**src/hdl/tcps_pkg.sv**
```systemverilog
// Shared types and constants of the three-channel square-wave synthesizer.
package tcps_pkg;

   localparam int TICK_W   = 8;
   localparam int PROD_W   = 13;
   localparam int QUOT_W   = 5;
   localparam int SAMPLE_W = 7;
   localparam int DIV_W    = 16;
   localparam int DCNT_W   = 4;

   localparam logic [PROD_W-1:0]   CHANNEL_AMP  = 13'd28;
   localparam logic [7:0]          DECODE_MASK  = 8'h9F;
   localparam logic [7:0]          DECODE_MATCH = 8'h8E;
   localparam logic [1:0]          PORT_CTRL    = 2'd3;
   localparam logic [DIV_W-1:0]    MIN_DIVISOR  = 16'd2;
   localparam logic [SAMPLE_W-1:0] MAX_SAMPLE   = 7'd84;
   localparam logic [DCNT_W-1:0]   DIV_STEPS    = DCNT_W'(PROD_W);

   localparam logic [TICK_W-1:0]   TICKS_RESET  = 8'd112;
   localparam logic                CSR_TICKS    = 1'b0;
   localparam logic                CSR_ENABLE   = 1'b1;

   typedef struct packed {
      logic port_wr;
      logic sample_start;
      logic tick;
      logic div_load;
      logic div_step;
      logic out_load;
   } ctrl_cmd_type;

   typedef struct packed {
      logic out_free;
   } dp_status_type;

endpackage

```
**src/hdl/three_channel_pit_square_synth_top.sv**
```systemverilog
// Top level of the three-channel square-wave synthesizer with its configuration registers.
//
//  channel | direction | ports                                         | handshake
//  req     | in        | req_type, req_port_addr_low, req_write_byte   | req_valid / req_stall
//  rsp     | out       | rsp_sample_value                              | rsp_valid / rsp_stall
//  config  | in        | paddr, pwdata, prdata                         | psel / penable / pready
//
// A port write item is applied when it is taken. A sample item runs the counter ticks in
// the channel lanes, then a 13-step restoring divide per lane.
// Reset is synchronous and active high; it clears lane control state, rsp_valid and the CSRs.
// A stalled result holds in the output register; the next item is taken meanwhile, and
// a sample item waits at its end until the output register is free.
module three_channel_pit_square_synth_top import tcps_pkg::*; #(
   parameter int NUM_CHANNELS = 3
) (
   input  logic                clock,
   input  logic                reset,
   input  logic                req_valid,
   output logic                req_stall,
   input  logic                req_type,
   input  logic [7:0]          req_port_addr_low,
   input  logic [7:0]          req_write_byte,
   output logic                rsp_valid,
   input  logic                rsp_stall,
   output logic [SAMPLE_W-1:0] rsp_sample_value,
   input  logic                psel,
   input  logic                penable,
   input  logic                pwrite,
   input  logic [2:0]          paddr,
   input  logic [31:0]         pwdata,
   output logic [31:0]         prdata,
   output logic                pready
);

   logic [TICK_W-1:0] ticks_ff, ticks_in;
   logic              enable_ff, enable_in;
   logic              csr_wr;
   ctrl_cmd_type      cmd;
   dp_status_type     status;

   assign pready = 1'b1;
   assign csr_wr = psel && penable && pwrite;

   always_comb begin
      ticks_in  = ticks_ff;
      enable_in = enable_ff;
      if (csr_wr) begin
         unique case (paddr[2])
            CSR_TICKS:  ticks_in  = pwdata[TICK_W-1:0];
            CSR_ENABLE: enable_in = pwdata[0];
            default:    ticks_in  = ticks_ff;
         endcase
      end
   end

   always_comb begin
      unique case (paddr[2])
         CSR_TICKS:  prdata = {{(32-TICK_W){1'b0}}, ticks_ff};
         CSR_ENABLE: prdata = {31'b0, enable_ff};
         default:    prdata = '0;
      endcase
   end

   always_ff @(posedge clock) begin
      if (reset) begin
         ticks_ff  <= TICKS_RESET;
         enable_ff <= 1'b1;
      end else begin
         ticks_ff  <= ticks_in;
         enable_ff <= enable_in;
      end
   end

   tcps_ctrl u_ctrl (
      .clock            (clock),
      .reset            (reset),
      .req_valid        (req_valid),
      .req_type         (req_type),
      .ticks_per_sample (ticks_ff),
      .status           (status),
      .req_stall        (req_stall),
      .cmd              (cmd)
   );

   tcps_dp #(
      .NUM_CHANNELS (NUM_CHANNELS)
   ) u_dp (
      .clock            (clock),
      .reset            (reset),
      .cmd              (cmd),
      .port_addr_low    (req_port_addr_low),
      .write_byte       (req_write_byte),
      .ticks_per_sample (ticks_ff),
      .synth_enable     (enable_ff),
      .rsp_stall        (rsp_stall),
      .status           (status),
      .rsp_valid        (rsp_valid),
      .rsp_sample_value (rsp_sample_value)
   );

endmodule

```
**src/hdl/tcps_ctrl.sv**
```systemverilog
// Sequencer for port writes and sample generation: tick phase, divide phase, output load.
module tcps_ctrl import tcps_pkg::*; (
   input  logic              clock,
   input  logic              reset,
   input  logic              req_valid,
   input  logic              req_type,
   input  logic [TICK_W-1:0] ticks_per_sample,
   input  dp_status_type     status,
   output logic              req_stall,
   output ctrl_cmd_type      cmd
);

   typedef enum logic [3:0] {
      S_IDLE = 4'b0001,
      S_TICK = 4'b0010,
      S_DIV  = 4'b0100,
      S_OUT  = 4'b1000
   } state_type;

   state_type           state_ff, state_in;
   logic [TICK_W-1:0]   tick_cnt_ff, tick_cnt_in;
   logic [DCNT_W-1:0]   div_cnt_ff, div_cnt_in;

   assign req_stall = (state_ff != S_IDLE);

   always_comb begin
      state_in    = state_ff;
      tick_cnt_in = tick_cnt_ff;
      div_cnt_in  = div_cnt_ff;
      cmd         = '0;
      unique case (state_ff)
         S_IDLE: begin
            if (req_valid) begin
               if (req_type) begin
                  cmd.sample_start = 1'b1;
                  tick_cnt_in      = ticks_per_sample;
                  state_in         = S_TICK;
               end else begin
                  cmd.port_wr = 1'b1;
               end
            end
         end
         S_TICK: begin
            if (tick_cnt_ff == '0) begin
               cmd.div_load = 1'b1;
               div_cnt_in   = DIV_STEPS;
               state_in     = S_DIV;
            end else begin
               cmd.tick    = 1'b1;
               tick_cnt_in = tick_cnt_ff - 1'b1;
            end
         end
         S_DIV: begin
            if (div_cnt_ff == '0) begin
               state_in = S_OUT;
            end else begin
               cmd.div_step = 1'b1;
               div_cnt_in   = div_cnt_ff - 1'b1;
            end
         end
         S_OUT: begin
            // hold until the output register can take the item
            if (status.out_free) begin
               cmd.out_load = 1'b1;
               state_in     = S_IDLE;
            end
         end
         default: begin
            state_in = S_IDLE;
         end
      endcase
   end

   always_ff @(posedge clock) begin
      if (reset) begin
         state_ff    <= S_IDLE;
         tick_cnt_ff <= '0;
         div_cnt_ff  <= '0;
      end else begin
         state_ff    <= state_in;
         tick_cnt_ff <= tick_cnt_in;
         div_cnt_ff  <= div_cnt_in;
      end
   end

   a_sample_starts_ticking: assert property (@(posedge clock) disable iff (reset)
      (req_valid && !req_stall && req_type) |=> (state_ff == S_TICK))
      else $error("sample item did not enter tick phase");

   a_div_after_ticks: assert property (@(posedge clock) disable iff (reset)
      (state_ff == S_DIV) |-> (tick_cnt_ff == '0))
      else $error("divide phase entered with ticks remaining");

   a_out_after_div: assert property (@(posedge clock) disable iff (reset)
      (state_ff == S_OUT) |-> (div_cnt_ff == '0))
      else $error("output phase entered with divide steps remaining");

endmodule

```
**src/hdl/tcps_dp.sv**
```systemverilog
// Channel lanes (divisor latch, counter, square output), per-lane dividers, mixer, output register.
module tcps_dp import tcps_pkg::*; #(
   parameter int NUM_CHANNELS = 3
) (
   input  logic                clock,
   input  logic                reset,
   input  ctrl_cmd_type        cmd,
   input  logic [7:0]          port_addr_low,
   input  logic [7:0]          write_byte,
   input  logic [TICK_W-1:0]   ticks_per_sample,
   input  logic                synth_enable,
   input  logic                rsp_stall,
   output dp_status_type       status,
   output logic                rsp_valid,
   output logic [SAMPLE_W-1:0] rsp_sample_value
);

   logic                wr_hit;
   logic [1:0]          port;
   logic [1:0]          ctl_ch;
   logic [QUOT_W-1:0]   lane_quot [NUM_CHANNELS];
   logic [SAMPLE_W-1:0] mix_sum;

   logic                rsp_valid_ff, rsp_valid_in;
   logic [SAMPLE_W-1:0] rsp_value_ff, rsp_value_in;

   assign wr_hit = cmd.port_wr && synth_enable
                   && ((port_addr_low & DECODE_MASK) == DECODE_MATCH);
   assign port   = port_addr_low[6:5];
   assign ctl_ch = write_byte[7:6];

   for (genvar i = 0; i < NUM_CHANNELS; i++) begin : g_lane
      logic [7:0]        hold_ff, hold_in;
      logic              pending_ff, pending_in;
      logic [DIV_W-1:0]  divisor_ff, divisor_in;
      logic [DIV_W-1:0]  count_ff, count_in;
      logic              out_ff, out_in;
      logic              active_ff, active_in;
      logic              run_ff, run_in;
      logic [TICK_W-1:0] high_ff, high_in;
      logic [7:0]        rem_ff, rem_in;
      logic [PROD_W-1:0] nq_ff, nq_in;
      logic              ctl_hit, data_hit;
      logic [DIV_W-1:0]  count_inc;
      logic [DIV_W-1:0]  new_divisor;
      logic              wrap;
      logic [8:0]        trial;
      logic              ge;

      assign ctl_hit     = wr_hit && (port == PORT_CTRL) && (ctl_ch == 2'(i));
      assign data_hit    = wr_hit && (port == 2'(i));
      assign new_divisor = {write_byte, hold_ff};
      assign count_inc   = count_ff + 1'b1;
      assign wrap        = (count_inc >= (divisor_ff >> 1));
      assign trial       = {rem_ff, nq_ff[PROD_W-1]};
      assign ge          = (trial >= {1'b0, ticks_per_sample});

      always_comb begin
         hold_in    = hold_ff;
         pending_in = pending_ff;
         divisor_in = divisor_ff;
         count_in   = count_ff;
         out_in     = out_ff;
         active_in  = active_ff;
         run_in     = run_ff;
         high_in    = high_ff;
         rem_in     = rem_ff;
         nq_in      = nq_ff;
         if (ctl_hit) begin
            pending_in = 1'b0;
            count_in   = '0;
            out_in     = 1'b0;
         end else if (data_hit) begin
            if (!pending_ff) begin
               hold_in    = write_byte;
               pending_in = 1'b1;
            end else begin
               divisor_in = new_divisor;
               count_in   = '0;
               out_in     = 1'b1;
               active_in  = (new_divisor >= MIN_DIVISOR);
               pending_in = 1'b0;
            end
         end
         if (cmd.sample_start) begin
            run_in  = active_ff && (divisor_ff >= MIN_DIVISOR) && (ticks_per_sample != '0);
            high_in = '0;
         end
         if (cmd.tick && run_ff) begin
            // wrap at half the divisor and toggle; count the tick after the toggle
            count_in = wrap ? '0 : count_inc;
            out_in   = out_ff ^ wrap;
            high_in  = high_ff + TICK_W'(out_ff ^ wrap);
         end
         if (cmd.div_load) begin
            rem_in = '0;
            nq_in  = PROD_W'(high_ff) * CHANNEL_AMP;
         end
         if (cmd.div_step) begin
            rem_in = ge ? 8'(trial - {1'b0, ticks_per_sample}) : trial[7:0];
            nq_in  = {nq_ff[PROD_W-2:0], ge};
         end
      end

      always_ff @(posedge clock) begin
         if (reset) begin
            hold_ff    <= '0;
            pending_ff <= 1'b0;
            divisor_ff <= '0;
            count_ff   <= '0;
            out_ff     <= 1'b0;
            active_ff  <= 1'b0;
            run_ff     <= 1'b0;
         end else begin
            hold_ff    <= hold_in;
            pending_ff <= pending_in;
            divisor_ff <= divisor_in;
            count_ff   <= count_in;
            out_ff     <= out_in;
            active_ff  <= active_in;
            run_ff     <= run_in;
         end
      end

      always_ff @(posedge clock) begin
         high_ff <= high_in;
         rem_ff  <= rem_in;
         nq_ff   <= nq_in;
      end

      // idle lanes contribute nothing
      assign lane_quot[i] = run_ff ? nq_ff[QUOT_W-1:0] : '0;
   end

   always_comb begin
      mix_sum = '0;
      for (int i = 0; i < NUM_CHANNELS; i++) begin
         mix_sum = mix_sum + SAMPLE_W'(lane_quot[i]);
      end
   end

   assign status.out_free = !rsp_valid_ff || !rsp_stall;

   always_comb begin
      rsp_valid_in = rsp_valid_ff;
      rsp_value_in = rsp_value_ff;
      if (cmd.out_load) begin
         rsp_valid_in = 1'b1;
         rsp_value_in = mix_sum;
      end else if (!rsp_stall) begin
         rsp_valid_in = 1'b0;
      end
   end

   always_ff @(posedge clock) begin
      if (reset) begin
         rsp_valid_ff <= 1'b0;
      end else begin
         rsp_valid_ff <= rsp_valid_in;
      end
   end

   always_ff @(posedge clock) begin
      rsp_value_ff <= rsp_value_in;
   end

   assign rsp_valid        = rsp_valid_ff;
   assign rsp_sample_value = rsp_value_ff;

   a_cmd_exclusive: assert property (@(posedge clock) disable iff (reset)
      $onehot0({cmd.port_wr, cmd.sample_start, cmd.tick, cmd.div_load,
                cmd.div_step, cmd.out_load}))
      else $error("more than one datapath command in a cycle");

   a_no_overwrite: assert property (@(posedge clock) disable iff (reset)
      cmd.out_load |-> (!rsp_valid_ff || !rsp_stall))
      else $error("output item overwritten while stalled");

   a_mix_bound: assert property (@(posedge clock) disable iff (reset)
      cmd.out_load |-> (mix_sum <= MAX_SAMPLE))
      else $error("mixed sample out of range");

endmodule

```
**config.mk**
```make
export PLATFORM = sky130hd
export DESIGN_NAME = three_channel_pit_square_synth_top
export DESIGN_NICKNAME = d
export VERILOG_FILES = /design/src/hdl/tcps_pkg.sv /design/src/hdl/three_channel_pit_square_synth_top.sv /design/src/hdl/tcps_ctrl.sv /design/src/hdl/tcps_dp.sv
export SDC_FILE = /design/constraint.sdc
export NUM_CORES = 1
export LEC_CHECK = 0
export BUFFER_PORTS_ARGS = -buffer_cell sky130_fd_sc_hd__buf_2
export CAP_MARGIN = 20
export CORE_MARGIN = 4
export CORE_UTILIZATION = 35
export DETAILED_ROUTE_END_ITERATION = 10
export GPL_ROUTABILITY_DRIVEN = 0
export GPL_TIMING_DRIVEN = 0
export PLACE_DENSITY = 0.51
export RECOVER_POWER = 50
export SETUP_SLACK_MARGIN = 0.05
export SYNTH_ARGS = -nofsm -noshare
export SYNTH_HDL_FRONTEND = slang
export SYNTH_SLANG_ARGS = --single-unit
```
**constraint.sdc**
```tcl
create_clock -name clock -period 7 [get_ports clock]
set_clock_uncertainty 0.2 [all_clocks]
set_input_delay 0.35 -clock clock [delete_from_list [all_inputs] [get_ports clock]]
set_output_delay 0.35 -clock clock [all_outputs]
set_load 0.01 [all_outputs]
```
# ---- Yosys cells after proc, flatten, opt, wreduce, memory -nomap -nowiden
# Cells that the tools add are included.
dict set report totals {
  regBits 252
  latch_bits 0
  ram_bits 0
  mem_bits_ro 0
  in_bits 59
  output_inout_bits 42
  word_cells 231
  n_memories 0
}
dict set report op_classes {
  addsub 13
  multipliers 3
  div 0
  order_cmp 12
  eq_ne 19
  shifts 0
  n_mux 77
  n_bitwise 13
  reduce_logical 57
}
# op n
set ops {}
lappend ops {{$mux W16} 15}
lappend ops {{$mux W8} 14}
lappend ops {{$ge A16 B2 Y1 const B} 6}
lappend ops {{$mux W13} 6}
lappend ops {{$pmux W32 S2} 1}
lappend ops {{$add A16 B1 Y16 const B} 3}
lappend ops {{$ge A16 B15 Y1} 3}
lappend ops {{$mul A8 B3 Y11 const B} 3}
lappend ops {{$mux W4} 7}
lappend ops {{$ge A9 B8 Y1} 3}
lappend ops {{$mux W1} 25}
lappend ops {{$add A8 B8 Y8} 3}
lappend ops {{$sub A8 B8 Y8} 3}
lappend ops {{$reduce_and A3 Y1} 7}
lappend ops {{$logic_and A1 B1 Y1} 20}
lappend ops {{$reduce_bool A3 Y1} 6}
lappend ops {{$pmux W4 S4} 1}
lappend ops {{$pmux W8 S2} 1}
lappend ops {{$mux W5} 3}
lappend ops {{$reduce_bool A2 Y1} 6}
lappend ops {{$ne A2 B2 Y1 const B} 5}
lappend ops {{$reduce_and A2 Y1} 5}
lappend ops {{$logic_not A8 Y1} 1}
lappend ops {{$pmux W4 S2} 1}
lappend ops {{other kinds (24)} 46}

# ---- Depth between registers and ports, before layout
dict set report depth {
  depth_word 9
  mapped_depth 19
  mapped_depth_nobuf 18
}

# ---- Modules after synthesis
# Synthesis repeated with hierarchy kept, for this count alone.
dict set report hier_totals {
  cells_unflattened 1675
  hier_area_um2 15741.3
}
# module n_inst cells_each area_each_um2 seq_area_each_um2
set modules_own_cells {}
lappend modules_own_cells {tcps_dp 1 1478 14062.2 5365.1}
lappend modules_own_cells {tcps_ctrl 1 120 999.7 320.3}
lappend modules_own_cells {three_channel_pit_square_synth_top 1 77 679.4 180.2}

# ---- Least setup slack after synthesis
# Ideal clock, no wire load.
dict set report synth_timing {
  path_kind {register to register}
  from {register u_dp.g_lane[2].count_ff[0]}
  to {register u_dp.g_lane[2].high_ff[6], data pin}
  setup_time_ns 0.262
  arrival_ns 3.735
  required_time_ns 6.538
  path_slack_ns 2.803
  stages_incl_launch_ff 20
  path_buffers 1
  period_less_slack_ns 4.197
  cell_sequence {dfxtp_1 -> ha_1 -> nand3_1 -> nor2_1 -> nand4_1 -> and2_1 -> or2_2 -> ha_1 -> and2_1 -> a221o_1 -> a221oi_1 -> and3_1 -> buf_2 -> nand2_1 -> xnor2_1 -> ha_1 -> ha_1 -> nand3_1 -> xnor2_1 -> nor2_1}
}
dict set report synth_between {
  elab_chain_len 5
}
# item line
set synth_lines {}
lappend synth_lines {{start: declaration} tcps_dp.sv:36} ;# logic [DIV_W-1:0] count_ff, count_in;
lappend synth_lines {{start signal: assignment} tcps_dp.sv:118} ;# count_ff <= count_in;
lappend synth_lines {{$add A16 B1 Y16} tcps_dp.sv:53} ;# assign count_inc = count_ff + 1'b1;
lappend synth_lines {{$ge A16 B15 Y1} tcps_dp.sv:54} ;# assign wrap = (count_inc >= (divisor_ff >> 1));
lappend synth_lines {{$xor A1 B1 Y1} tcps_dp.sv:93} ;# high_in = high_ff + TICK_W'(out_ff ^ wrap);
lappend synth_lines {{$add A8 B8 Y8} tcps_dp.sv:93}
lappend synth_lines {{$mux W8} tcps_dp.sv:89} ;# if (cmd.tick && run_ff) begin
lappend synth_lines {{end signal: assignment} tcps_dp.sv:126} ;# high_ff <= high_in;
lappend synth_lines {{end: declaration} tcps_dp.sv:40} ;# logic [TICK_W-1:0] high_ff, high_in;
# Every way passes these cells.
# A chain may end at the register's enable or synchronous reset.

# ---- Worst setup path after layout
dict set report layout_timing {
  from {register u_ctrl.state_ff[3]}
  to {register u_dp.g_lane[2].nq_ff[12], enable pin}
}
dict set report layout_between {
  elab_chain_len 3
  word_cells_on_any_way 5
  cone_classes {eq/ne (2); mux (2); reduce/logical (1)}
}
# item line
set layout_lines {}
lappend layout_lines {{start: declaration} tcps_ctrl.sv:20} ;# state_type state_ff, state_in;
lappend layout_lines {{start signal: assignment} tcps_ctrl.sv:80} ;# state_ff <= state_in;
lappend layout_lines {{$eq A4 B3 Y1 or $eq A4 B2 Y1 (tied branches)} tcps_ctrl.sv:31} ;# unique case (state_ff)
lappend layout_lines {{$mux W1 or $mux W2 (tied branches)} tcps_ctrl.sv:31}
lappend layout_lines {{$reduce_bool A2 Y1 (no line) (*)} --}
lappend layout_lines {{end signal: assignment} tcps_dp.sv:128} ;# nq_ff <= nq_in;
lappend layout_lines {{end: declaration} tcps_dp.sv:42} ;# logic [PROD_W-1:0] nq_ff, nq_in;
# Mark *: on every way between the ends. The rest lies on a longest branch, timed or not.

==> impl_metrics.toml <==
[job]
drv_cap = 1

[timing]
finalHoldViolCount = 0
report.final.slew_viol_count = 62
period_needed_ns = 5.36
timing.final.crit_share = 0.766
relSlewSlack = -1.42
rsz0062_at_grt = "false"
fmax_mhz = 187
max_slew.worst_pin.slew_ns = 3.63
tns_ns = 0
setup_viol_count_final = 0
setup_ws_ns = 1.64

[die]
dieHeight_um = 218
row_count = 76
die_w_um = 218
initial_core_util = 0.356
coreArea_um2 = 43300
die-area_um2 = 47400
ioPinCount = 101

[yosys]
synthTopCellsByArea = "dfxtp_1 (20%), edfxtp_1 (18%), ha_1 (11%), nand2_1 (6.3%), a21oi_1 (4.5%)"
avgSynthCellArea_um2 = 8.92
yosys_warnings = 0
async_reset_ff_frac = 0
synth_edf_count = 94
syn_area_um2 = 15400
synth_most_common_cell = "nand2_1"
yosysTopAreaCell = "dfxtp_1"
ys_ff_latch = 246
synthCells = 1724
ys_top_cells_by_count = "nand2_1 (258), dfxtp_1 (152), a21oi_1 (138)"
synth.top_cell.area_share = 0.198
synthFlopType = "dfxtp_1"
ys_types = 80
ys_seq_area_frac = 0.381

[placement]
hpwl_mm = 29.5
numPortBuffers = 45
dpl-instance-area_um2 = 16500
post-place-ws_ns = 1.67

[clocking]
cts_max_path_buffers = 3
cts_resized = 0
htree_levels = 1
post_cts_buffers = 0
clock_latency_ns = 0.58
ctsHoldBuffers = 20
tritoncts = "done"
numCtsBuffers = 30
clockRootBuffer = "clkbuf_16"
clock_sinks = 246
cts.clk_slew.worst_paths_ns = 0.06

[cells_and_area]
area_growth_pct = 14.4
fin_nets = 2069
insertedDiodeCount = 0
utilization = 0.407
design_area_um2 = 17600
nFillCells = 4337
drive_above_1_share = 0.0749

[pwr]
p_int_mw = 2.72
power_frac_seq = 0.427
power.share.switching = 0.272
p_leak_nw = 6.95
ir_drop_uv = 161
pwr-share-comb = 0.144
power.share.clock = 0.429
power.switching_mw = 1.01
p_per_area_nw_per_um2 = 212

[detailed_routing]
via_per_inst = 5.12
wl_per_cell_um = 16.3
num_vias = 12600
first_pass_iters = 5
drt.antenna.violating_nets = 0
drt_iter0_drc = 666
drc = 0
routed_wl_mm = 40.1

[global_route]
grt_pass1_wl_mm = 64.9
gr-total-overflow = 0
grt_max_degree = 62
track_usage = 0.167
antenna_found_initial = 0
grt_pass1_vias = 12300

[setup_path]
critPathRequiredTime_ns = 6.89
cp-start-kind = "flip-flop"
arrival_ns = 5.26
path_class = "flip-flop to flip-flop"
endpoint_kind = "flip-flop"
crit_fanout = 61

[worst_hold_path]
min_path_type = "primary input to flip-flop"

[run_status]
status = "finished with violations"
violations = "max-capacitance violations, max-slew violations"
per-layer routing:
metal  track usage  wire length (um)
met4        0.0401              1000
met2         0.270             18100
met1         0.237             19400
met3        0.0217              1570
met5             0                 0
registers in the layout (all words and copies together), names as in the netlist:
name                    cells
u_ctrl.div_cnt_ff           4
ticks_ff                    8
u_dp.g_lane.pending_ff      3
u_dp.g_lane.high_ff        24
u_dp.g_lane.divisor_ff     45
u_dp.g_lane.run_ff          3
u_ctrl.tick_cnt_ff          8
u_ctrl.state_ff             4
u_dp.g_lane.active_ff       3
u_dp.rsp_sample_value       7
u_dp.g_lane.hold_ff        21
enable_ff                   1
u_dp.g_lane.rem_ff         24
u_dp.g_lane.nq_ff          39
u_dp.g_lane.out_ff          3
u_dp.rsp_valid              1
u_dp.g_lane.count_ff       48
power by group through the flow:
stage	clock [mW]	combinational (mW)	sequential (mW)
after floorplan	0	0.406	1.61
after global routing	1.70	0.615	1.60
final	1.60	0.539	1.59
after detailed placement	0	0.534	1.62
after CTS	1.65	0.548	1.59
after global placement	0	0.527	1.62
cell usage in the layout, fill, tap and decap left out, drive strengths merged, types with 6 or more instances in the layout:
master and count:
or2 13, buf 64, o21ai 54, a211oi 29, o211ai 9, a31oi 8, o31ai 12, a221o 6
a21o 26, nand2 258, conb 25, nand3 39, nand2b 18, mux2i 9, o21a 22, dfxtp 152
nor2 135, nor4b 6, a22o 21, clkbuf 107, xnor2 44, fa 29, a21oi 139, nand4 25
a211o 10, nor3 41, ha 135, nor4 25, and2 30, xor2 33, inv 101, nor2b 17
and3 22, dlygate4sd3 20, edfxtp 94, o31a 8, clkinv 12, o21bai 7
worst max-delay path: stages, from the launching register on:
cell and delay (ns):
dfxtp_1 0.34, nor4b_1 0.88, nand3_1 0.48, nand2_1 0.31
clkbuf_1 2.56
cell families after synthesis:
logic type / Yosys count / synth area share
buf+inv: 187 / 0.0529
compound gates: 385 / 0.164
flops: 246 / 0.381
fa+ha+maj: 164 / 0.148
mux: 12 / 0.00805
other cells: 2 / 0.000488
xor+xnor: 77 / 0.0438
simple gates: 651 / 0.202
area by class of cell:
cell class,count,area (um^2),share of cell area
repair buffers,67,418,0.0238
multi-input cells,1314,8750,0.498
plain buffers,87,435,0.0248
clock buffers,38,822,0.0467
inverters,100,375,0.0213
clock inverters,18,188,0.0107
well taps,585,732,0.0416
flip-flops and latches,246,5870,0.333
path summary, 6_finish.rpt:
kind / startpoint / endpoint / slack [ns] / depth (start not counted)
max: u_ctrl.state_ff[3] / u_dp.g_lane[2].nq_ff[12] / 1.64 / 4
min reg2reg: u_dp.g_lane[1].hold_ff[4] / u_dp.g_lane[1].hold_ff[4] / 0.27 / 2
max reg2reg: u_ctrl.state_ff[3] / u_dp.g_lane[2].nq_ff[12] / 1.64 / 4
min: req_write_byte[7] / u_dp.g_lane[1].hold_ff[7] / 0.03 / 3
per-stage QoR:
stage	power [mW]	hold slack [ns]	instances
floorplan	2.02	0.236	1747
global placement	2.15	0.254	2377
detailed placement	2.16	0.263	2379
CTS	3.79	0.00592	2455
global route	3.91	0.0324	2455
finish	3.73	0.0284	2455
(Power assumes the default switching activity.)
